===== config.mk =====
export PLATFORM = sky130hd
export DESIGN_NAME = lpmdr_remark
export DESIGN_NICKNAME = d
export VERILOG_FILES = /design/src/design/lpmdr_pkg.sv /design/src/design/lpmdr_remark.sv
export SDC_FILE = /design/constraint.sdc
export NUM_CORES = 1
export LEC_CHECK = 0
export ABC_AREA = 0
export BUFFER_PORTS_ARGS = -buffer_cell sky130_fd_sc_hd__clkbuf_2
export CORE_MARGIN = 4
export CORE_UTILIZATION = 40
export CTS_BUF_LIST = sky130_fd_sc_hd__clkbuf_8 sky130_fd_sc_hd__clkbuf_16
export DETAILED_ROUTE_END_ITERATION = 8
export GPL_TIMING_DRIVEN = 0
export PLACE_DENSITY = 0.72
export SLEW_MARGIN = 20
export SYNTH_ARGS = -nofsm -noshare
export SYNTH_HDL_FRONTEND = slang
export SYNTH_SLANG_ARGS = --single-unit

===== constraint.sdc =====
create_clock -name clk -period 6.5 [get_ports clk]
set_clock_uncertainty 0.2 [all_clocks]
set_input_delay 1.3 -clock clk [delete_from_list [all_inputs] [get_ports clk]]
set_output_delay 1.3 -clock clk [all_outputs]
set_load 0.01 [all_outputs]

===== src/design/lpmdr_pkg.sv =====
// lpmdr_pkg: shared types, constants and checksum helper for the dscp remarker
// no dependencies; imported by every module of the block
package lpmdr_pkg;

  localparam logic [15:0] ETHERTYPE_IPV4 = 16'h0800;
  localparam logic [15:0] ETH_HDR_BYTES  = 16'd14;
  localparam logic [15:0] IPV4_MIN_FRAME = 16'd34;
  localparam logic [5:0]  MAX_PREFIX_LEN = 6'd32;

  // what an item does as it moves down the chain
  typedef enum logic [1:0] {
    KIND_WRITE  = 2'd0,
    KIND_DROP   = 2'd1,
    KIND_PASS   = 2'd2,
    KIND_LOOKUP = 2'd3
  } lpmdr_kind_t;

  // token carried from cell to cell
  typedef struct packed {
    lpmdr_kind_t kind;
    logic [5:0]  entry_index;
    logic [31:0] addr;         // entry prefix on writes, destination on lookups
    logic [5:0]  prefix_len;   // clamped to 32
    logic [5:0]  dscp;         // entry dscp on writes, best dscp on lookups
    logic        entry_valid;
    logic [7:0]  tos;
    logic [15:0] csum;
    logic        matched;
    logic [5:0]  best_len;
  } lpmdr_tok_t;

  function automatic logic [15:0] ones_add16(input logic [15:0] a, input logic [15:0] b);
    logic [16:0] s;
    logic [16:0] f;
    s = {1'b0, a} + {1'b0, b};
    f = {1'b0, s[15:0]} + {16'd0, s[16]};
    return f[15:0];
  endfunction

endpackage


===== src/design/lpmdr_remark.sv =====
// lpmdr_remark: end of chain, builds tos and incremental checksum, result register
// depends on lpmdr_pkg
module lpmdr_remark import lpmdr_pkg::*; (
  input  logic        clk,
  input  logic        rst_n,
  input  logic        in_vld,
  input  lpmdr_tok_t  in_tok,
  input  logic        miss_clears_tos,
  output logic        out_valid,
  output logic        out_verdict,
  output logic        out_rewritten,
  output logic [7:0]  out_tos_out,
  output logic [15:0] out_checksum_out,
  output logic        out_matched
);

  logic        valid_r;
  logic        verdict_r, verdict_nxt;
  logic        rewritten_r, rewritten_nxt;
  logic [7:0]  tos_r, tos_nxt;
  logic [15:0] csum_r, csum_nxt;
  logic        matched_r, matched_nxt;
  logic [7:0]  new_tos;
  logic [15:0] acc;

  assign new_tos = in_tok.matched ? {in_tok.dscp, 2'b00} : 8'd0;
  // rfc 1624: hc' = ~(~hc + ~m + m')
  assign acc = ones_add16(ones_add16(~in_tok.csum, ~{8'd0, in_tok.tos}), {8'd0, new_tos});

  always_comb begin
    verdict_nxt   = 1'b0;
    rewritten_nxt = 1'b0;
    tos_nxt       = in_tok.tos;
    csum_nxt      = in_tok.csum;
    matched_nxt   = 1'b0;
    case (in_tok.kind)
      KIND_WRITE: begin
        tos_nxt  = 8'd0;
        csum_nxt = 16'd0;
      end
      KIND_DROP: begin
        verdict_nxt = 1'b1;
      end
      KIND_PASS: begin
        verdict_nxt = 1'b0;
      end
      KIND_LOOKUP: begin
        matched_nxt = in_tok.matched;
        if (in_tok.matched || miss_clears_tos) begin
          rewritten_nxt = 1'b1;
          tos_nxt       = new_tos;
          csum_nxt      = ~acc;
        end
      end
      default: begin
        verdict_nxt = 1'b0;
      end
    endcase
  end

  always_ff @(posedge clk) begin
    if (!rst_n) begin
      valid_r <= 1'b0;
    end else begin
      valid_r <= in_vld;
    end
  end

  always_ff @(posedge clk) begin
    verdict_r   <= verdict_nxt;
    rewritten_r <= rewritten_nxt;
    tos_r       <= tos_nxt;
    csum_r      <= csum_nxt;
    matched_r   <= matched_nxt;
  end

  assign out_valid        = valid_r;
  assign out_verdict      = verdict_r;
  assign out_rewritten    = rewritten_r;
  assign out_tos_out      = tos_r;
  assign out_checksum_out = csum_r;
  assign out_matched      = matched_r;

endmodule


==> results.md, run 1 <==
- Status: finished with violations
- Failing checks: negative setup slack
- Vias: 2,898
- CP max FO: 3
- Hpwl dp: 6250 um
- Peak supply drop: 0.0963 mV
- Average wire per standard cell: 16.0 um
- Hold crit path type: input port to flip-flop
- Area contributors post-synth: dfxtp_1, ha_1, xor2_1
- Die span in x: 90.7 um
- Synthesized Nets: 446
- Core footprint: 6490 um2
- Worst hold slack: 1.03 ns
- Synthesized cell area: 2730 um2
- CTS tree: done
- Initial DRC count: 212
- Buffers on Ports: 64
- Synth area leader: dfxtp_1
- WP data required: 6.47 ns
- CP Launch Type: input port
- Worst Max-Slew Pin Slew: 0.716 ns
- Clock buffer count from CTS: 3
- Placed Cells: 477
- F_max: 153 MHz
- Avg Inst Size Synth: 8.14 um2
- Vias in the first global route: 2,654
- Cell Pwr Density: 189 nW/um2
- Clock-pin slew on the worst setup and hold paths: 0.08 ns
- Global route overflow: 0
- Fillers: 558
- Initial core utilization: 42.1%
- Post-synthesis sequential area ratio: 20.5%
- DRC: 0
- Max-slew headroom: 51.9%
- CTS sink cnt: 28
- Area Overhead vs Synth: 37.6%
- Hold-fix buffers at CTS: 0
- RD Place Congestion: 0.934
- Unrepaired setup endpoints after global routing: yes
- Max-cap viol count: 0
- Final Hold Viols: 0
- Row count: 29
- Crit path DAT: 6.51 ns
- Share of cells above drive strength 1: 35.9%
- CTS Buffer Depth: 2
- Total GRT Usage: 18.4%
- Most used flip-flop cell after synthesis: dfxtp_1
- Die Y-Extent: 90.7 um
- Drt pass-1 iters: 5
- Total power: 713 uW
- Leak: 0.00165 uW
- Final setup viols: 3
- Seq cells post-synth: 28
- Post-route minimum period: 6.55 ns
- Final std cells w/o fill: 509
- Largest net degree at the start of global routing: 17
- Final Cycle Share: 101%
- Pre-CTS WS: -1.15 ns
- Htree depth: 1
- Root Driver: clkbuf_8
- Setup Crit Path Kind: input port to flip-flop
- Vias per cell: 5.69
- I/O pin count: 116
- Final net count: 543
- Die area: 8220 um2
- Synth cell types: 68
- Drt total wl: 8160 um
- Post-synthesis cell count: 336
- Final worst slack: -0.0484 ns
- Top-area cell type share of the netlist area: 20.5%
- Antenna violations before repair: 0
- EDFF count, synth: 0
- Diode count: 0
- Post-route ant nets: 0
- First-pass GRT wire length: 12,600 um
- Crit end category: flip-flop
- Synth warn: 0
- Pins Over Slew Limit: 0
- Asr flop ratio synth: 0%
-- path summary, 6_finish.rpt --
path	depth (start not counted)	slack, ns	from	end
worst min-delay path	2	1.03	in_vld	out_valid
worst max-delay path	26	-0.05	in_tok[23]	out_checksum_out[15]
-- layer usage --
layer	wire length [um]	vias up	global-route usage [%]	part of all wire, %
li1	-	1419	-	-
met1	3770	1354	24.1	46
met2	3810	112	31.7	47
met3	419	13	1.67	5.1
met4	157	0	5.87	1.9
met5	0	-	0	0
-- state kept, by name (all words and copies together), names as in the netlist --
name,count
out_rewritten,1
out_verdict,1
out_matched,1
out_tos_out,8
out_checksum_out,16
out_valid,1
-- kinds of logic after synthesis --
group	Yosys count	share of synthesized area, %
and+or+nand+nor	117	24.1
AOI/OAI and AO/OA	98	26.9
xor gates and xnor gates	39	13.3
buffers and inverters	32	4.58
DFF	28	20.5
adders and majority gates	22	10.6
-- report_power, final --
part           internal [uW]  switching, uW
clock network           82.5           52.4
logic                    161            224
registers                189           4.16
-- placed cells by master, fill, tap and decap left out, drive strengths merged, types with 3 or more instances in the layout --
| master | synthesis | routed |
|---|---|---|
| clkbuf | 4 | 71 |
| nand2 | 32 | 32 |
| buf | 4 | 32 |
| dfxtp | 28 | 28 |
| o21ai | 26 | 26 |
| inv | 24 | 24 |
| xor2 | 20 | 20 |
| ha | 20 | 20 |
| xnor2 | 18 | 18 |
| nor2 | 15 | 15 |
| and2 | 14 | 14 |
| a21oi | 14 | 14 |
| nor3 | 8 | 8 |
| and3 | 8 | 8 |
| nand3 | 8 | 8 |
| nor2b | 7 | 7 |
| a22o | 6 | 6 |
| a211oi | 6 | 6 |
| nand4 | 5 | 5 |
| o211ai | 5 | 5 |
| a31oi | 5 | 5 |
| o21a | 4 | 4 |
| or3 | 4 | 4 |
| o21ba | 3 | 3 |
| o21bai | 3 | 3 |
| o31ai | 3 | 3 |
| a2111oi | 3 | 3 |
| nor4 | 3 | 3 |
-- per-stage QoR --
stage,utilization (%),cell area [um2],TNS [ns]
after floorplan,-,2880,-0.173
after global placement,50.7,3290,-10.48
after detailed placement,50.7,3290,-11.16
after CTS,55.3,3590,-0.135
after global routing,57.9,3760,-0.767
final,57.9,3760,-0.129
-- critical path, stage by stage --
cell and delay [ns]:
clkbuf_16 0.12, inv_12 0.03, ha_4 0.15, fa_2 0.36, a211oi_4 0.24, o21a_1 0.20, o2111a_2 0.28, nand3_4 0.10
ha_4 0.18, and3_1 0.19, nor3b_4 0.17, and4_1 0.22, nor3_1 0.20, a31oi_1 0.11, ha_1 0.36, a21oi_2 0.09
nand4bb_4 0.20, or3_4 0.42, nor3_4 0.23, ha_4 0.19, and3_4 0.19, nand3_4 0.10, nand2b_4 0.18, a2111oi_4 0.27
a311oi_1 0.14, a221o_1 0.28
-- final cells by class --
cell class	count	area, um2	area share [%]
clock buffer	3	41.3	1.10
sequential	28	561	14.9
clock inverter	1	30.0	0.798
multi-input combinational	276	2320	61.7
timing repair buffer	92	563	15.0
buffer	8	41.3	1.10
tap	77	96.3	2.56
inverter	24	108	2.86
-- synth_stat cells (all sizes together) (4+ instances only) --
cell type and n:
buf 4, and2 14, a21oi 14, nand3 8, nand4 5, xnor2 18
xor2 20, a22o 6, dfxtp 28, nor2 15, clkbuf 4, ha 20
a211oi 6, or3 4, o211ai 5, inv 24, o21a 4, nor3 8
o21ai 26, nand2 32, a31oi 5, nor2b 7, and3 8
-- what timing repair did --
item / CTS / global route
resized for setup: 15 / 17
setup buffers: 17 / 11
endpoints found under the setup margin: 14 / 9
pin swaps: 21 / 15
No activity file was read; power rests on OpenSTA's default activity.
==> run 2: changes to the inputs <==
- SETUP_SLACK_MARGIN: unset -> 0.2
==> results.md, run 2 (synthesis results as in run 1) <==
- Switching part of the total: 39.8%
- Critical path's most frequent cell: ha_4
- Clock-pin slew on the worst setup and hold paths: 0.08 ns
- Final Hold Viols: 0
- First-pass GRT wire length: 13,500 um
- Worst Hold Path EP: out_valid
- Core footprint: 6490 um2
- Cell Pwr Density: 189 nW/um2
- Vias in the first global route: 2,842
- Drt pass-1 iters: 4
- Commonest non-fill, non-tap cell in the layout: clkbuf_2
- Psw: 286 uW
- Fillers: 545
- Peak supply drop: 0.0906 mV
- Post-route ant nets: 0
- Placed Cells: 477
- Failing checks: negative setup slack
- Clock network power share: 18.6%
- Average wire per standard cell: 16.9 um
- Root Driver: clkbuf_8
- Htree depth: 1
- Setup Crit Path Kind: input port to flip-flop
- Worst Max-Slew Pin Slew: 0.792 ns
- CTS Buffer Depth: 2
- Crit end category: flip-flop
- Row count: 29
- CTS tree: done
- CP Launch Type: input port
- Initial core utilization: 42.1%
- F_max: 149 MHz
- Area of the multi-input gates: 2320 um2
- Worst path slowest cell: fa_2
- Share of cells above drive strength 1: 36.7%
- I/O pin count: 116
- Largest net degree at the start of global routing: 17
- Final net count: 547
- Sum Neg Setup Slack: -0.983 ns
- Diode count: 0
- Total power: 717 uW
- Die span in x: 90.7 um
- Status: finished with violations
- Buffers on Ports: 64
- Antenna violations before repair: 0
- Hold_sp: in_vld
- WP data required: 6.45 ns
- Vias: 2,918
- Vias per cell: 5.69
- Hold-fix buffers at CTS: 0
- Clock buffer count from CTS: 3
- Die Y-Extent: 90.7 um
- Area Overhead vs Synth: 38.7%
- Final worst slack: -0.209 ns
- Commonest non-fill, non-tap cells in the layout: clkbuf_2, nand2_1, buf_4, dfxtp_1, inv_1
- CTS sink cnt: 28
- RD Place Congestion: 0.947
- Leak: 0.00168 uW
- Pins Over Slew Limit: 0
- Hpwl dp: 6530 um
- CP max FO: 3
- Initial DRC count: 237
- Pint: 431 uW
- Slowest stage delay, CP: 0.41 ns
- Die area: 8220 um2
- Hold path depth: 2
- Total GRT Usage: 19.7%
- Max-slew headroom: 46.8%
- Global route overflow: 0
- Crit path DAT: 6.66 ns
- Final std cells w/o fill: 513
- DRC: 0
- Drt total wl: 8660 um
- Hold crit path type: input port to flip-flop
- Post-route minimum period: 6.71 ns
- Final setup viols: 7
- FF/Latch Area: 561 um2
- Max FFs per register: 16
- Unrepaired setup endpoints after global routing: yes
- Final Cycle Share: 103%
- Seq pwr share: 26.9%
- Combinational Power Share: 54.5%
- Max-cap viol count: 0
run 2: worst max-delay path by stage:
stage          startpoint  slack (ns)  cells past startpoint                    to
6_report        in_tok[7]       -0.21                     30  out_checksum_out[13]
5_1_grt        in_tok[23]       -0.34                     30  out_checksum_out[12]
4_1_cts        in_tok[23]       -0.13                     28  out_checksum_out[15]
3_5_place_dp   in_tok[23]       -1.22                     29  out_checksum_out[13]
3_3_place_gp   in_tok[23]       -1.07                     28  out_checksum_out[15]
2_1_floorplan  in_tok[23]       -0.07                     27  out_checksum_out[14]
run 2: metrics by stage:
| stage | utilization (%) | area [um2] | worst slack [ns] | hold WS, ns |
|---|---|---|---|---|
| 2_1_floorplan | - | 2890 | -0.0657 | 1.21 |
| 3_3_place_gp | 50.8 | 3300 | -1.07 | 1.31 |
| 3_5_place_dp | 50.8 | 3300 | -1.22 | 1.30 |
| 4_1_cts | 56.4 | 3670 | -0.131 | 1.03 |
| 5_1_grt | 58.4 | 3790 | -0.340 | 1.05 |
| 6_report | 58.4 | 3790 | -0.209 | 1.03 |
run 2: final cells by class:
| type | count | share of cell area (%) |
|---|---|---|
| buffer | 8 | 0.990 |
| inverter | 24 | 2.84 |
| clock inverter | 1 | 0.792 |
| tap | 77 | 2.54 |
| sequential | 28 | 14.8 |
| clock buffer | 3 | 1.09 |
| multi-input combinational | 276 | 61.1 |
| timing repair buffer | 96 | 15.8 |
run 2: power groups by stage:
| stage | clock, uW | sequential [uW] | combinational, uW |
|---|---|---|---|
| 3_3_place_gp | 0 | 197 | 325 |
| 2_1_floorplan | 0 | 207 | 235 |
| 4_1_cts | 135 | 193 | 368 |
| 3_5_place_dp | 0 | 197 | 333 |
| 5_1_grt | 144 | 195 | 418 |
| 6_report | 134 | 193 | 391 |
run 2: timing repair:
action,CTS,global route
hold endpoints to repair,0,0
resized for setup,24,10
setup endpoints to repair,16,12
pin swaps,25,23
buffers inserted,21,11
run 2: metal layers:
layer,share of wire (%),global-route usage (%)
met5,0,0
met4,2.9,7.78
met3,5.6,2.42
met2,49,34.2
met1,43,24.5
run 2: critical path, delay by kind of cell:
| kind | cells | cell delay, ns |
|---|---|---|
| adders and majority gates | 6 | 1.47 |
| and+or+nand+nor | 10 | 1.67 |
| buffers and inverters | 3 | 0.26 |
| AOI/OAI and AO/OA | 9 | 1.58 |
| xor gates and xnor gates | 2 | 0.36 |
==> run 3: changes to the inputs <==
- CORE_UTILIZATION: 40 -> 35
- CTS_CLUSTER_SIZE: unset -> 16
- PLACE_DENSITY: 0.72 -> unset
==> results.md, run 3 (synthesis results as in run 1) <==
- Status: finished with violations
- Failing checks: negative setup slack
- Die span in x: 96.4 um
- Pint: 444 uW
- Max-slew headroom: 54.6%
- Post-route ant nets: 0
- Switching part of the total: 38.6%
- Total GRT Usage: 17.5%
- Post-route minimum period: 6.57 ns
- Cell area after layout: 3860 um2
- Die Y-Extent: 96.4 um
- Final net count: 551
- Crit end category: flip-flop
- Global route overflow: 0
- Cell Pwr Density: 188 nW/um2
- Slowest stage delay, CP: 0.40 ns
- Pre-CTS WS: -1.26 ns
- Seq pwr share: 26.7%
- Vias: 2,846
- Pins Over Slew Limit: 0
- Drt pass-1 iters: 4
- FF/Latch Area: 561 um2
- Clock network power share: 18.2%
- Leak: 0.00170 uW
- DRC: 0
- Final setup viols: 2
- I/O pin count: 116
- Area after DPL: 3330 um2
- Antenna violations before repair: 0
- Commonest non-fill, non-tap cells in the layout: clkbuf_2, buf_4, nand2_1, dfxtp_1, inv_1
- CTS tree: done
- Drt total wl: 8230 um
- F_max: 152 MHz
- Fillers: 703
- CTS Buffer Depth: 2
- Setup Crit Path Kind: input port to flip-flop
- Htree depth: 1
- Worst path slowest cell: or3_4
- Combinational Power Share: 55.1%
- WP data required: 6.43 ns
- Core footprint: 7410 um2
- CP max FO: 3
- Worst Max-Slew Pin Slew: 0.676 ns
- Critical path's most frequent cell: ha_4
- Final worst slack: -0.0686 ns
- Hold_sp: in_vld
- CTS sink cnt: 28
- Buffers on Ports: 64
- Max FFs per register: 16
- Largest net degree at the start of global routing: 17
- Worst hold slack: 1.04 ns
- Commonest non-fill, non-tap cell in the layout: clkbuf_2
- Crit path DAT: 6.50 ns
- First-pass GRT wire length: 12,900 um
- Share of cells above drive strength 1: 38.4%
- Final Hold Viols: 0
- Diode count: 0
- Unrepaired setup endpoints after global routing: yes
- RD Place Congestion: 0.934
- Clock buffer count from CTS: 3
- Max-cap viol count: 0
- Area Overhead vs Synth: 41.1%
- Hold crit path type: input port to flip-flop
- Initial DRC count: 113
- CP Launch Type: input port
- Vias in the first global route: 2,638
- Vias per cell: 5.28
- Final Cycle Share: 101%
- Final Util: 52.1%
- Peak supply drop: 0.113 mV
- Psw: 280 uW
- Hpwl dp: 6610 um
- Clock-pin slew on the worst setup and hold paths: 0.09 ns
- Root Driver: clkbuf_8
- Worst setup path startpoint: in_tok[23]
- Average wire per standard cell: 15.3 um
- Row count: 31
- Die area: 9290 um2
- Initial core utilization: 36.9%
- Area of the multi-input gates: 2320 um2
## run 3: stage by stage
stage | power (uW) | cells | TNS [ns]
after floorplan | 442 | 336 | -0.144
after global placement | 526 | 499 | -11.34
after detailed placement | 529 | 499 | -12.73
after CTS | 701 | 526 | -0.416
after global routing | 774 | 539 | -1.05
final | 724 | 539 | -0.134
## run 3: repair_timing
item	CTS	global route
hold endpoints to repair	0	0
setup buffers	23	13
hold buffers	0	0
gates resized for setup	25	16
pin swaps	22	13
endpoints found under the setup margin	16	12
## run 3: area by class of cell
cell class / count / area share (%)
buffer: 8 / 1.07
tap: 99 / 3.21
clock buffer: 3 / 1.07
timing repair buffer: 100 / 16.4
multi-input combinational: 276 / 60.2
inverter: 24 / 2.79
sequential: 28 / 14.5
clock inverter: 1 / 0.778
## run 3: final timing paths
path,endpoint,depth (start not counted)
worst max-delay path,out_checksum_out[12],30
worst min-delay path,out_valid,2
## run 3: power groups by stage
stage | Combinational [uW] | Clock (uW) | Sequential, uW
2_1_floorplan | 235 | 0 | 207
6_report | 399 | 132 | 193
3_3_place_gp | 328 | 0 | 197
3_5_place_dp | 332 | 0 | 197
5_1_grt | 436 | 143 | 195
4_1_cts | 373 | 135 | 193
## run 3: routing by layer
| metal | routed length, um | part of all wire [%] | track usage (%) |
|---|---|---|---|
| met3 | 478 | 5.8 | 1.24 |
| met2 | 3820 | 46 | 30.8 |
| met1 | 3850 | 47 | 23.5 |
| met4 | 72 | 0.88 | 3.27 |
| met5 | 0 | 0 | 0 |
## run 3: critical path: cells and delay by family
family | cells | cell delay, ns
buffers and inverters | 4 | 0.43
adder cells (fa/ha/maj) | 7 | 1.55
XOR/XNOR | 2 | 0.26
AO/OA/AOI/OAI | 9 | 1.63
AND/OR/NAND/NOR | 8 | 1.36
