==> config.mk <==
export PLATFORM = sky130hd
export DESIGN_NAME = lpmdr_cell
export DESIGN_NICKNAME = d
export VERILOG_FILES = /design/src/design/lpmdr_pkg.sv /design/src/design/lpmdr_cell.sv
export SDC_FILE = /design/constraint.sdc
export NUM_CORES = 1
export LEC_CHECK = 0
export BUFFER_PORTS_ARGS = -buffer_cell sky130_fd_sc_hd__buf_2
export CAP_MARGIN = 30
export CORE_MARGIN = 3
export CORE_UTILIZATION = 47
export DETAILED_ROUTE_END_ITERATION = 10
export PLACE_DENSITY = 0.83
export SLEW_MARGIN = 20
export SYNTH_ARGS = -nofsm -noshare
export SYNTH_HDL_FRONTEND = slang
export SYNTH_SLANG_ARGS = --single-unit
export TNS_END_PERCENT = 1
==> constraint.sdc <==
create_clock -name clk -period 9.31 [get_ports clk]
set_clock_uncertainty 0.1 [all_clocks]
set_input_delay 1.3965 -clock clk [delete_from_list [all_inputs] [get_ports clk]]
set_output_delay 1.3965 -clock clk [all_outputs]
set_load 0.05 [all_outputs]
==> src/design/lpmdr_pkg.sv <==
// lpmdr_pkg: shared types, constants and checksum helper for the dscp remarker
// no dependencies; imported by every module of the block
package lpmdr_pkg;

  localparam logic [15:0] ETHERTYPE_IPV4 = 16'h0800;
  localparam logic [15:0] ETH_HDR_BYTES  = 16'd14;
  localparam logic [15:0] IPV4_MIN_FRAME = 16'd34;
  localparam logic [5:0]  MAX_PREFIX_LEN = 6'd32;

  // what an item does as it moves down the chain
  typedef enum logic [1:0] {
    KIND_WRITE  = 2'd0,
    KIND_DROP   = 2'd1,
    KIND_PASS   = 2'd2,
    KIND_LOOKUP = 2'd3
  } lpmdr_kind_t;

  // token carried from cell to cell
  typedef struct packed {
    lpmdr_kind_t kind;
    logic [5:0]  entry_index;
    logic [31:0] addr;         // entry prefix on writes, destination on lookups
    logic [5:0]  prefix_len;   // clamped to 32
    logic [5:0]  dscp;         // entry dscp on writes, best dscp on lookups
    logic        entry_valid;
    logic [7:0]  tos;
    logic [15:0] csum;
    logic        matched;
    logic [5:0]  best_len;
  } lpmdr_tok_t;

  function automatic logic [15:0] ones_add16(input logic [15:0] a, input logic [15:0] b);
    logic [16:0] s;
    logic [16:0] f;
    s = {1'b0, a} + {1'b0, b};
    f = {1'b0, s[15:0]} + {16'd0, s[16]};
    return f[15:0];
  endfunction

endpackage

==> src/design/lpmdr_cell.sv <==
// lpmdr_cell: one prefix table slot plus one stage of the lookup chain
// depends on lpmdr_pkg
module lpmdr_cell import lpmdr_pkg::*; #(
  parameter int CELL_INDEX = 0
) (
  input  logic       clk,
  input  logic       rst_n,
  input  logic       in_vld,
  input  lpmdr_tok_t in_tok,
  output logic       out_vld,
  output lpmdr_tok_t out_tok
);

  logic        slot_vld_r;
  logic [31:0] slot_prefix_r;
  logic [5:0]  slot_len_r;
  logic [5:0]  slot_dscp_r;
  logic        out_vld_r;
  lpmdr_tok_t  out_tok_r;
  lpmdr_tok_t  tok_nxt;
  logic [31:0] mask;
  logic        hit;
  logic        wr_here;

  always_comb begin
    if (slot_len_r == 6'd0) begin
      mask = 32'd0;
    end else begin
      mask = 32'hFFFF_FFFF << (MAX_PREFIX_LEN - slot_len_r);
    end
  end

  assign hit     = slot_vld_r && (((slot_prefix_r ^ in_tok.addr) & mask) == 32'd0);
  assign wr_here = in_vld && (in_tok.kind == KIND_WRITE) &&
                   (int'(in_tok.entry_index) == CELL_INDEX);

  // longer prefix wins, equal length keeps the earlier slot
  always_comb begin
    tok_nxt = in_tok;
    if ((in_tok.kind == KIND_LOOKUP) && hit &&
        (!in_tok.matched || (slot_len_r > in_tok.best_len))) begin
      tok_nxt.matched  = 1'b1;
      tok_nxt.best_len = slot_len_r;
      tok_nxt.dscp     = slot_dscp_r;
    end
  end

  always_ff @(posedge clk) begin
    if (!rst_n) begin
      slot_vld_r <= 1'b0;
      out_vld_r  <= 1'b0;
    end else begin
      out_vld_r <= in_vld;
      if (wr_here) begin
        slot_vld_r <= in_tok.entry_valid;
      end
    end
  end

  always_ff @(posedge clk) begin
    out_tok_r <= tok_nxt;
    if (wr_here) begin
      slot_prefix_r <= in_tok.addr;
      slot_len_r    <= in_tok.prefix_len;
      slot_dscp_r   <= in_tok.dscp;
    end
  end

  assign out_vld = out_vld_r;
  assign out_tok = out_tok_r;

endmodule

==> impl_metrics.py, run 1 <==
metrics = {
    "setup_path": {
        "r2r_end": "out_tok[2]",
        "crit_fanout": 12,
        "startpoint_type": "flip-flop",
        "r2r_slack_ns": 5.54,
        "worstPathRequired_ns": 9.60,
        "reg2regPathDepth": 10,
        "max_stage_delay_ns": 0.75,
        "crit_arrival_ns": 4.06,
        "crit_family": "compound AO/OA/AOI/OAI gates",
        "crit_cells": 10,
        "worstReg2RegStart": "slot_len_r[0]",
        "cp_num_buf_inv": 1,
        "critPathCaptureType": "flip-flop",
        "slowest_stage": "xnor2_1",
        "worst-setup-path-type": "reg2reg",
        "path_cells": "inv_1 -> ha_1 -> xnor2_1 -> a21oi_1 -> o41ai_2 -> o311ai_1 -> a211oi_2 -> a221o_2 -> nand3_2 -> mux2_4",
    },
    "power_and_ir_drop": {
        "cell_internal_pwr_uw": 1022,
        "switching_share_pct": 25.62,
        "comb_power_share_pct": 9.8,
        "switching_power_uw": 352.2,
        "pwr-share-clk_pct": 45.8,
        "power.density_nw_per_um2": 237.0,
        "max-vdd-ir-drop_mv": 0.1496,
        "power_frac_seq_pct": 44.4,
        "totalPowerFinal_uw": 1375,
        "p_leak_uw": 0.002574,
    },
    "synth": {
        "syn_area_per_cell_um2": 14.89,
        "yosysWarnings": 0,
        "synthCells": 286,
        "syn_nets": 383,
        "syn_area_um2": 4259,
        "synth.yosys.seq_area_share_pct": 71.45,
        "yosys_register_bits": 130,
        "ys_types": 47,
    },
    "sta": {
        "finalCriticalPeriod_ns": 3.768,
        "relSlewSlack_pct": 39.97,
        "setup-tns-final_ns": 0,
        "fmax_ghz": 0.2654,
        "setup_violations": 0,
        "drv_slew": 0,
        "min_period_over_period_pct": 40.47,
        "rsz0062_at_grt": "no",
        "hold_slack_ns": 0.3746,
        "finalHoldViolations": 0,
        "worst_pin_slew_ns": 0.8940,
        "fin_ws_ns": 5.542,
    },
    "die": {
        "dieArea_um2": 10240,
        "die_h_um": 101.2,
        "row_count": 34,
        "die_w_um": 101.2,
        "start_util_pct": 48.60,
        "io-pin-count": 172,
        "coreArea_um2": 8763,
    },
    "clock_tree": {
        "clkTransAtPathRegs_ns": 0.06,
        "cts_tree": "done",
        "htreeDepth": 4,
        "cts_setup_buffers": 0,
        "cts-resized-gates": 0,
        "clk_latency_ns": 0.51,
        "clockBufferDepth": 2,
        "clkSinkCount": 130,
        "cts_hold_buf": 0,
        "root_buffer": "clkbuf_8",
        "cts_buffers": 17,
    },
    "outcome": {
        "outcome": "completed",
    },
    "layout": {
        "final_cell_mix": "buf_2 (171), dfxtp_1 (86), edfxtp_1 (44), xnor2_1 (24), clkbuf_16 (19)",
        "nets": 570,
        "antenna_cells": 0,
        "syn2layout_area_growth_pct": 36.16,
        "layout-drive-gt1-share_pct": 46.09,
        "final_common_cell": "buf_2",
        "layout.cells.non_filler": 594,
    },
    "route": {
        "ant_nets": 0,
        "wl_um": 9111,
        "drt-initial-drc-count": 141,
        "post_drt_wl_per_cell_um": 15.34,
        "route.vias.total": 2934,
        "post-route-drc-count": 0,
        "vias_per_cell": 4.939,
        "first_pass_iters": 4,
    },
    "job": {
        "maxCapViolCount": 0,
    },
    "global_routing": {
        "grt_max_degree": 46,
        "antenna_found_initial": 0,
        "grt_pass1_wl_um": 13920,
        "grt_overflow": 0,
        "gr-usage-all-layers_pct": 17.85,
        "grt_pass1_vias": 2972,
    },
    "place": {
        "dp_cells": 562,
        "hpwl_um": 6582,
        "preCtsSetupSlack_ns": 5.264,
        "place.port_buffers": 171,
        "place_congestion": 0.8731,
    },
    "hold_path": {
        "min_to": "out_tok[32]",
        "min_delay_path_depth": 1,
        "min_from": "slot_dscp_r[0]",
        "hold_path_class": "reg2reg",
    },
}
[worst register-to-register path: stages, from the launching register on]
cell      delay (ns)
edfxtp_1        0.49
inv_1           0.13
ha_1            0.30
xnor2_1         0.75
a21oi_1         0.19
o41ai_2         0.31
o311ai_1        0.16
a211oi_2        0.25
a221o_2         0.21
nand3_2         0.34
mux2_4          0.43
[power by group through the flow]
stage | Combinational [uW] | Clock, uW | Sequential [uW]
detailed placement | 134 | 0 | 623
CTS | 135 | 641 | 611
global route | 141 | 667 | 612
floorplan | 16.9 | 0 | 693
global placement | 132 | 0 | 622
finish | 134 | 629 | 611
[registers in the layout (all words and copies together), names as in the netlist]
name / flops
slot_dscp_r: 6
out_tok: 84
out_vld: 1
slot_prefix_r: 32
slot_len_r: 6
slot_vld_r: 1
[cell type report]
type,instances,area (um2)
clock buffers,21,493.0
clock inverters,11,86.33
fillers,671,2964
inverters,10,37.54
multi-input cells,142,1141
flip-flops and latches,130,3043
well taps,108,135.1
repair buffers,172,863.3
[metal layers]
metal,track usage [%],vias to the layer above,share of wire [%]
li1,-,1401,-
met1,20.59,1400,39
met2,29.93,118,52
met3,5.992,15,7.0
met4,8.487,0,2.0
met5,0,-,0
[synthesized netlist by cell type, drive strengths merged]
master | n | area [um2]
and3 | 1 | 6.260
inv | 10 | 37.54
or2 | 1 | 6.260
a211oi | 3 | 27.52
mux2 | 11 | 157.7
mux2i | 2 | 20.02
nand3 | 7 | 40.04
a2111oi | 1 | 8.760
dfxtp | 86 | 1722
nor4 | 2 | 12.51
o22ai | 3 | 18.77
xor2 | 14 | 130.1
or4 | 1 | 7.510
edfxtp | 44 | 1321
a221o | 1 | 11.26
nor2 | 7 | 26.28
nand2 | 8 | 30.03
nand2b | 1 | 6.260
and4b | 1 | 10.01
nor3 | 9 | 50.05
nor3b | 1 | 12.51
a31oi | 1 | 6.260
nor2b | 1 | 6.260
o311ai | 1 | 8.760
o21ai | 9 | 45.04
nand4 | 2 | 12.51
xnor2 | 24 | 210.2
o221ai | 1 | 8.760
a2bb2o | 1 | 10.01
a41o | 1 | 10.01
ha | 10 | 125.1
o211a | 1 | 10.01
buf | 4 | 43.79
a22oi | 1 | 7.510
o41ai | 1 | 16.27
and2 | 2 | 12.51
a21oi | 12 | 63.81
[cells by family (layout without fill, tap and decap cells)]
group	Yosys count	count (layout)	synth area share [%]
muxes	13	13	4.172
buffers and inverters	14	214	1.910
adders and majority gates	10	10	2.938
xor gates and xnor gates	38	38	7.991
and+or+nand+nor	44	44	5.612
DFF	130	130	71.45
AOI/OAI and AO/OA	37	37	5.934
[worst max-delay path by stage]
stage	from	end	slack, ns
6_report	slot_len_r[0]	out_tok[2]	5.54
5_1_grt	slot_len_r[0]	out_tok[2]	5.25
4_1_cts	slot_len_r[0]	out_tok[2]	5.57
3_5_place_dp	in_tok[62]	out_tok[2]	5.26
3_3_place_gp	in_tok[62]	out_tok[35]	5.39
2_1_floorplan	in_tok[77]	slot_vld_r	2.31
[per-stage QoR]
stage	cell area [um2]	util, %
2_1_floorplan	4259	-
3_3_place_gp	5220	59.57
3_5_place_dp	5220	59.57
4_1_cts	5799	66.18
5_1_grt	5799	66.18
6_report	5799	66.18
Note: power is estimated with default switching activity, not from simulation.
==> run 2, diff against run 1 <==
- CORE_UTILIZATION: 47 -> 43
- PLACE_DENSITY: 0.83 -> 0.8
- clock period: 9.31 -> 3.2 ns (I/O delays scaled with it)
==> run 2 against run 1 <==
Compared with the run above: combinational power rose to 3.3 times the previous value; critical path depth fell by 1; final area rose by 11%; wire length rose by 9.7%; first-iteration DRC count fell by 13%; final cell count rose by 14%; largest power group is now sequential cells; highest routed layer unchanged.
==> impl_metrics.py, run 2 (synthesis gave the netlist of run 1 again) <==
metrics = {
    "sta": {
        "finalCriticalPeriod_ns": 3.055,
        "setup_violations": 0,
        "finalHoldViolations": 0,
        "drv_slew": 0,
        "fmax_ghz": 0.3273,
        "worst_pin_slew_ns": 0.5763,
        "relSlewSlack_pct": 61.58,
        "min_period_over_period_pct": 95.48,
        "setup-tns-final_ns": 0,
        "rsz0062_at_grt": "yes",
    },
    "setup_path": {
        "critPathCaptureType": "flip-flop",
        "slowest_stage": "edfxtp_1",
        "crit_arrival_ns": 3.34,
        "startpoint_type": "flip-flop",
        "worstPathRequired_ns": 3.49,
        "max_stage_delay_ns": 0.50,
        "worst-setup-path-type": "reg2reg",
        "crit_fanout": 12,
        "path_cells": "buf_4 -> nor3_2 -> xor2_2 -> o21ai_1 -> a22oi_1 -> and4b_1 -> a221o_2 -> nand3_4 -> mux2_2",
    },
    "clock_tree": {
        "cts_tree": "done",
        "clk_latency_ns": 0.50,
        "clkSinkCount": 130,
        "htreeDepth": 4,
        "cts_buffers": 17,
        "root_buffer": "clkbuf_8",
        "clkTransAtPathRegs_ns": 0.06,
        "clockBufferDepth": 2,
    },
    "hold_path": {
        "hold_path_class": "in2reg",
    },
    "layout": {
        "nets": 630,
        "layout-drive-gt1-share_pct": 43.77,
        "final_cell_mix": "buf_2 (171), dfxtp_1 (86), dlygate4sd3_1 (51), edfxtp_1 (44), xnor2_1 (22)",
        "final_common_cell": "buf_2",
        "largest_reg_flops": 84,
        "antenna_cells": 0,
        "syn2layout_area_growth_pct": 50.91,
        "nFillCells": 681,
    },
    "power_and_ir_drop": {
        "power.density_nw_per_um2": 619.1,
        "p_leak_uw": 0.002841,
        "totalPowerFinal_uw": 3979,
        "max-vdd-ir-drop_mv": 0.3308,
    },
    "die": {
        "die_h_um": 105.5,
        "die_w_um": 105.5,
        "dieArea_um2": 11140,
        "coreArea_um2": 9415,
        "start_util_pct": 45.24,
        "row_count": 35,
        "io-pin-count": 172,
    },
    "place": {
        "place_congestion": 0.8431,
        "hpwl_um": 6801,
        "place.port_buffers": 171,
    },
    "global_routing": {
        "grt_max_degree": 46,
        "grt_overflow": 0,
        "grt_pass1_vias": 3341,
        "antenna_found_initial": 0,
        "grt_pass1_wl_um": 15950,
        "gr-usage-all-layers_pct": 18.20,
    },
    "route": {
        "drt-initial-drc-count": 123,
        "ant_nets": 0,
        "vias_per_cell": 4.637,
        "route.vias.total": 3130,
        "wl_um": 9998,
        "post_drt_wl_per_cell_um": 14.81,
        "post-route-drc-count": 0,
        "first_pass_iters": 5,
    },
    "outcome": {
        "outcome": "completed",
    },
    "job": {
        "maxCapViolCount": 0,
    },
}
==> run 2: repair_timing <==
item / CTS / global route
gates resized for setup: 2 / 6
buffers inserted: 0 / 2
hold buffers: 49 / 2
endpoints found under the hold margin: 49 / 2
endpoints found under the setup margin: 12 / 12
==> run 2: path summary, 6_finish.rpt <==
path | end | start | cells past startpoint | slack, ns
setup / recovery | out_tok[37] | slot_len_r[2] | 9 | 0.14
hold / removal | out_tok[75] | in_tok[75] | 1 | 0.03
setup reg to reg | out_tok[37] | slot_len_r[2] | 9 | 0.14
hold reg to reg | out_tok[32] | slot_dscp_r[0] | 1 | 0.37
==> run 2: through the flow <==
step                cells  hold WS (ns)  worst slack, ns  instance area [um2]  utilization (%)
floorplan             286        0.3493          0.04759                 4274                -
global placement      590        0.3571         -0.03753                 5308            56.37
detailed placement    590        0.3593          -0.2180                 5308            56.37
CTS                   671    0.00004657          0.01751                 6362            67.57
global route          675     0.0001923         -0.02561                 6427            68.27
finish                675       0.02538           0.1446                 6427            68.27
==> run 2: layer usage <==
metal	up-vias	global-route usage [%]	wire [um]
met5	-	0	0
met2	136	30.65	5013
met1	1454	21.24	4090
met4	0	7.216	204
met3	22	6.430	690
li1	1518	-	-
==> run 2: final cells by class <==
type,instances,area [um2],share of cell area (%)
multi-input combinational,142,1195,18.59
sequential,130,3043,47.34
clock buffer,18,439.2,6.833
clock inverter,14,110.1,1.713
tap,129,161.4,2.511
timing repair buffer,232,1441,22.43
inverter,10,37.54,0.5840
==> run 2: worst max-delay path: cells and delay by family (launching register included) <==
| family | cells | cell delay, ns |
|---|---|---|
| multiplexers | 1 | 0.37 |
| XOR/XNOR | 1 | 0.30 |
| buffers and inverters | 1 | 0.21 |
| AND/OR/NAND/NOR | 3 | 0.71 |
| flip-flops | 1 | 0.50 |
| AO/OA/AOI/OAI | 3 | 0.74 |
==> run 2: where the power goes <==
group          switching (uW)  total, uW  internal [uW]
logic                     296        445            149
registers                14.3       1780           1760
clock network             737       1760           1020
total                    1050       3980           2930
==> run 3, diff against run 2 <==
- RECOVER_POWER: unset -> 25
- SLEW_MARGIN: 20 -> unset
==> run 3 against run 2 <==
Compared with the run above: die area stayed put; clock-buffer cell count unchanged; sequential power hardly changed; global-route usage did not move; combinational power down 1%; worst hold slack better by 0.022 ns; critical path depth is 2 higher; maximum frequency fell by 0.12%; via count fell by 0.64%; first-iteration DRC count increased by 11%; register-to-register slack hardly changed; critical endpoint unchanged; largest cell class unchanged; largest power group unchanged.
==> impl_metrics.py, run 3 (synthesis gave the netlist of run 1 again) <==
metrics = {
    "outcome": {
        "outcome": "completed",
    },
    "die": {
        "coreArea_um2": 9415,
        "die_w_um": 105.5,
        "die_h_um": 105.5,
        "io-pin-count": 172,
        "dieArea_um2": 11140,
        "row_count": 35,
        "start_util_pct": 45.24,
    },
    "setup_path": {
        "critPathCaptureType": "flip-flop",
        "startpoint_type": "flip-flop",
        "reg2regPathDepth": 11,
        "crit_arrival_ns": 3.35,
        "worstReg2RegStart": "slot_len_r[0]",
        "crit_fanout": 12,
        "r2r_end": "out_tok[37]",
        "worstPathRequired_ns": 3.49,
        "r2r_slack_ns": 0.14,
        "worst-setup-path-type": "reg2reg",
    },
    "sta": {
        "finalHoldViolations": 0,
        "rsz0062_at_grt": "yes",
        "setup-tns-final_ns": 0,
        "relSlewSlack_pct": 61.91,
        "drv_slew": 0,
        "setup_violations": 0,
        "min_period_over_period_pct": 95.59,
        "finalCriticalPeriod_ns": 3.059,
        "worst_pin_slew_ns": 0.5714,
        "fmax_ghz": 0.3269,
    },
    "global_routing": {
        "busiest_layer": "met2",
        "grt_max_degree": 46,
        "use_met3_pct": 6.430,
        "grt_overflow": 0,
        "grt_use_met2_pct": 30.65,
        "gr-usage-all-layers_pct": 18.20,
        "grt_pass1_vias": 3341,
        "grt_pass1_wl_um": 15950,
        "grt_util_met1_pct": 21.24,
        "antenna_found_initial": 0,
    },
    "layout": {
        "largest_reg_flops": 84,
        "multiInputGateArea_um2": 1195,
        "syn2layout_area_growth_pct": 50.15,
        "ff_latch_area_um2": 3043,
        "final_common_cell": "buf_2",
        "final_cell_mix": "buf_2 (145), dfxtp_1 (86), dlygate4sd3_1 (51), edfxtp_1 (44), clkbuf_1 (26)",
        "nets": 630,
        "fin_util_pct": 67.92,
        "antenna_cells": 0,
        "nFillCells": 700,
        "layout-drive-gt1-share_pct": 39.01,
    },
    "route": {
        "first_pass_iters": 4,
        "post-route-drc-count": 0,
        "vias_per_cell": 4.607,
        "ant_nets": 0,
        "drt-initial-drc-count": 136,
        "post_drt_wl_per_cell_um": 14.80,
        "route.vias.total": 3110,
        "wl_um": 9987,
    },
    "clock_tree": {
        "clockBufferDepth": 2,
        "clkTransAtPathRegs_ns": 0.06,
        "root_buffer": "clkbuf_8",
        "cts_buffers": 17,
        "clkSinkCount": 130,
        "clk_latency_ns": 0.50,
        "htreeDepth": 4,
        "cts_tree": "done",
    },
    "hold_path": {
        "min_to": "out_tok[63]",
        "min_delay_path_depth": 1,
        "hold_path_class": "in2reg",
        "min_from": "in_tok[63]",
    },
    "job": {
        "maxCapViolCount": 0,
    },
    "power_and_ir_drop": {
        "power.density_nw_per_um2": 621.4,
        "max-vdd-ir-drop_mv": 0.3310,
        "p_leak_uw": 0.002770,
    },
    "place": {
        "place_congestion": 0.8431,
        "hpwl_um": 6801,
        "place.port_buffers": 171,
    },
}
## run 3: changes by cell type in the layout (fill, tap and decap cells not counted)
cell and change:
buf_2 -26, clkbuf_1 +26
## run 3: cell type report
type / instances / share of cell area [%]
clock buffers: 18 / 6.868
clock inverters: 14 / 1.722
inverters: 10 / 0.5870
multi-input cells: 142 / 18.69
flip-flops and latches: 130 / 47.58
well taps: 129 / 2.524
repair buffers: 232 / 22.03
## run 3: where the power goes
part           leakage, uW  switching [uW]  internal [uW]
Combinational      0.00137             296            144
Clock             0.000280             737           1020
Sequential         0.00112            14.3           1760
Total              0.00277            1050           2930
## run 3: metrics by stage
step           total power, uW  hold WS, ns  instances  area [um2]  setup slack (ns)
3_3_place_gp              2199       0.3571        590        5308          -0.03753
2_1_floorplan             2066       0.3493        286        4274           0.04759
4_1_cts                   4018   0.00004657        671        6362           0.01751
3_5_place_dp              2206       0.3593        590        5308           -0.2180
6_report                  3974      0.04716        675        6395            0.1410
5_1_grt                   4129      0.03236        675        6395          -0.02561
## run 3: worst max-delay path, stage by stage, from the launching register on
cell      delay [ns]
edfxtp_1        0.39
inv_1           0.12
ha_1            0.24
buf_4           0.17
nor3b_4         0.28
xor2_2          0.25
a21oi_1         0.06
o21ai_0         0.25
a211oi_2        0.11
a221o_2         0.39
nand3_4         0.22
mux2_2          0.37
## run 3: how the worst max path moves through the flow
| stage | from | endpoint |
|---|---|---|
| floorplan | in_tok[77] | slot_vld_r |
| global placement | slot_len_r[0] | out_tok[35] |
| detailed placement | slot_len_r[0] | out_tok[0] |
| CTS | slot_len_r[1] | out_tok[0] |
| global route | slot_len_r[0] | out_tok[0] |
| finish | slot_len_r[0] | out_tok[37] |
## run 3: what timing repair did
item                                    in CTS  in global routing
endpoints found under the hold margin       49                  2
resized for setup                            2                  6
buffers inserted                             0                  2
hold buffers                                49                  2
endpoints found under the setup margin      12                 12
## run 3: layer usage
metal | up-vias | share of wire [%]
met5 | - | 0
met2 | 136 | 50
met3 | 20 | 7.0
met4 | 0 | 2.0
met1 | 1437 | 41
li1 | 1517 | -
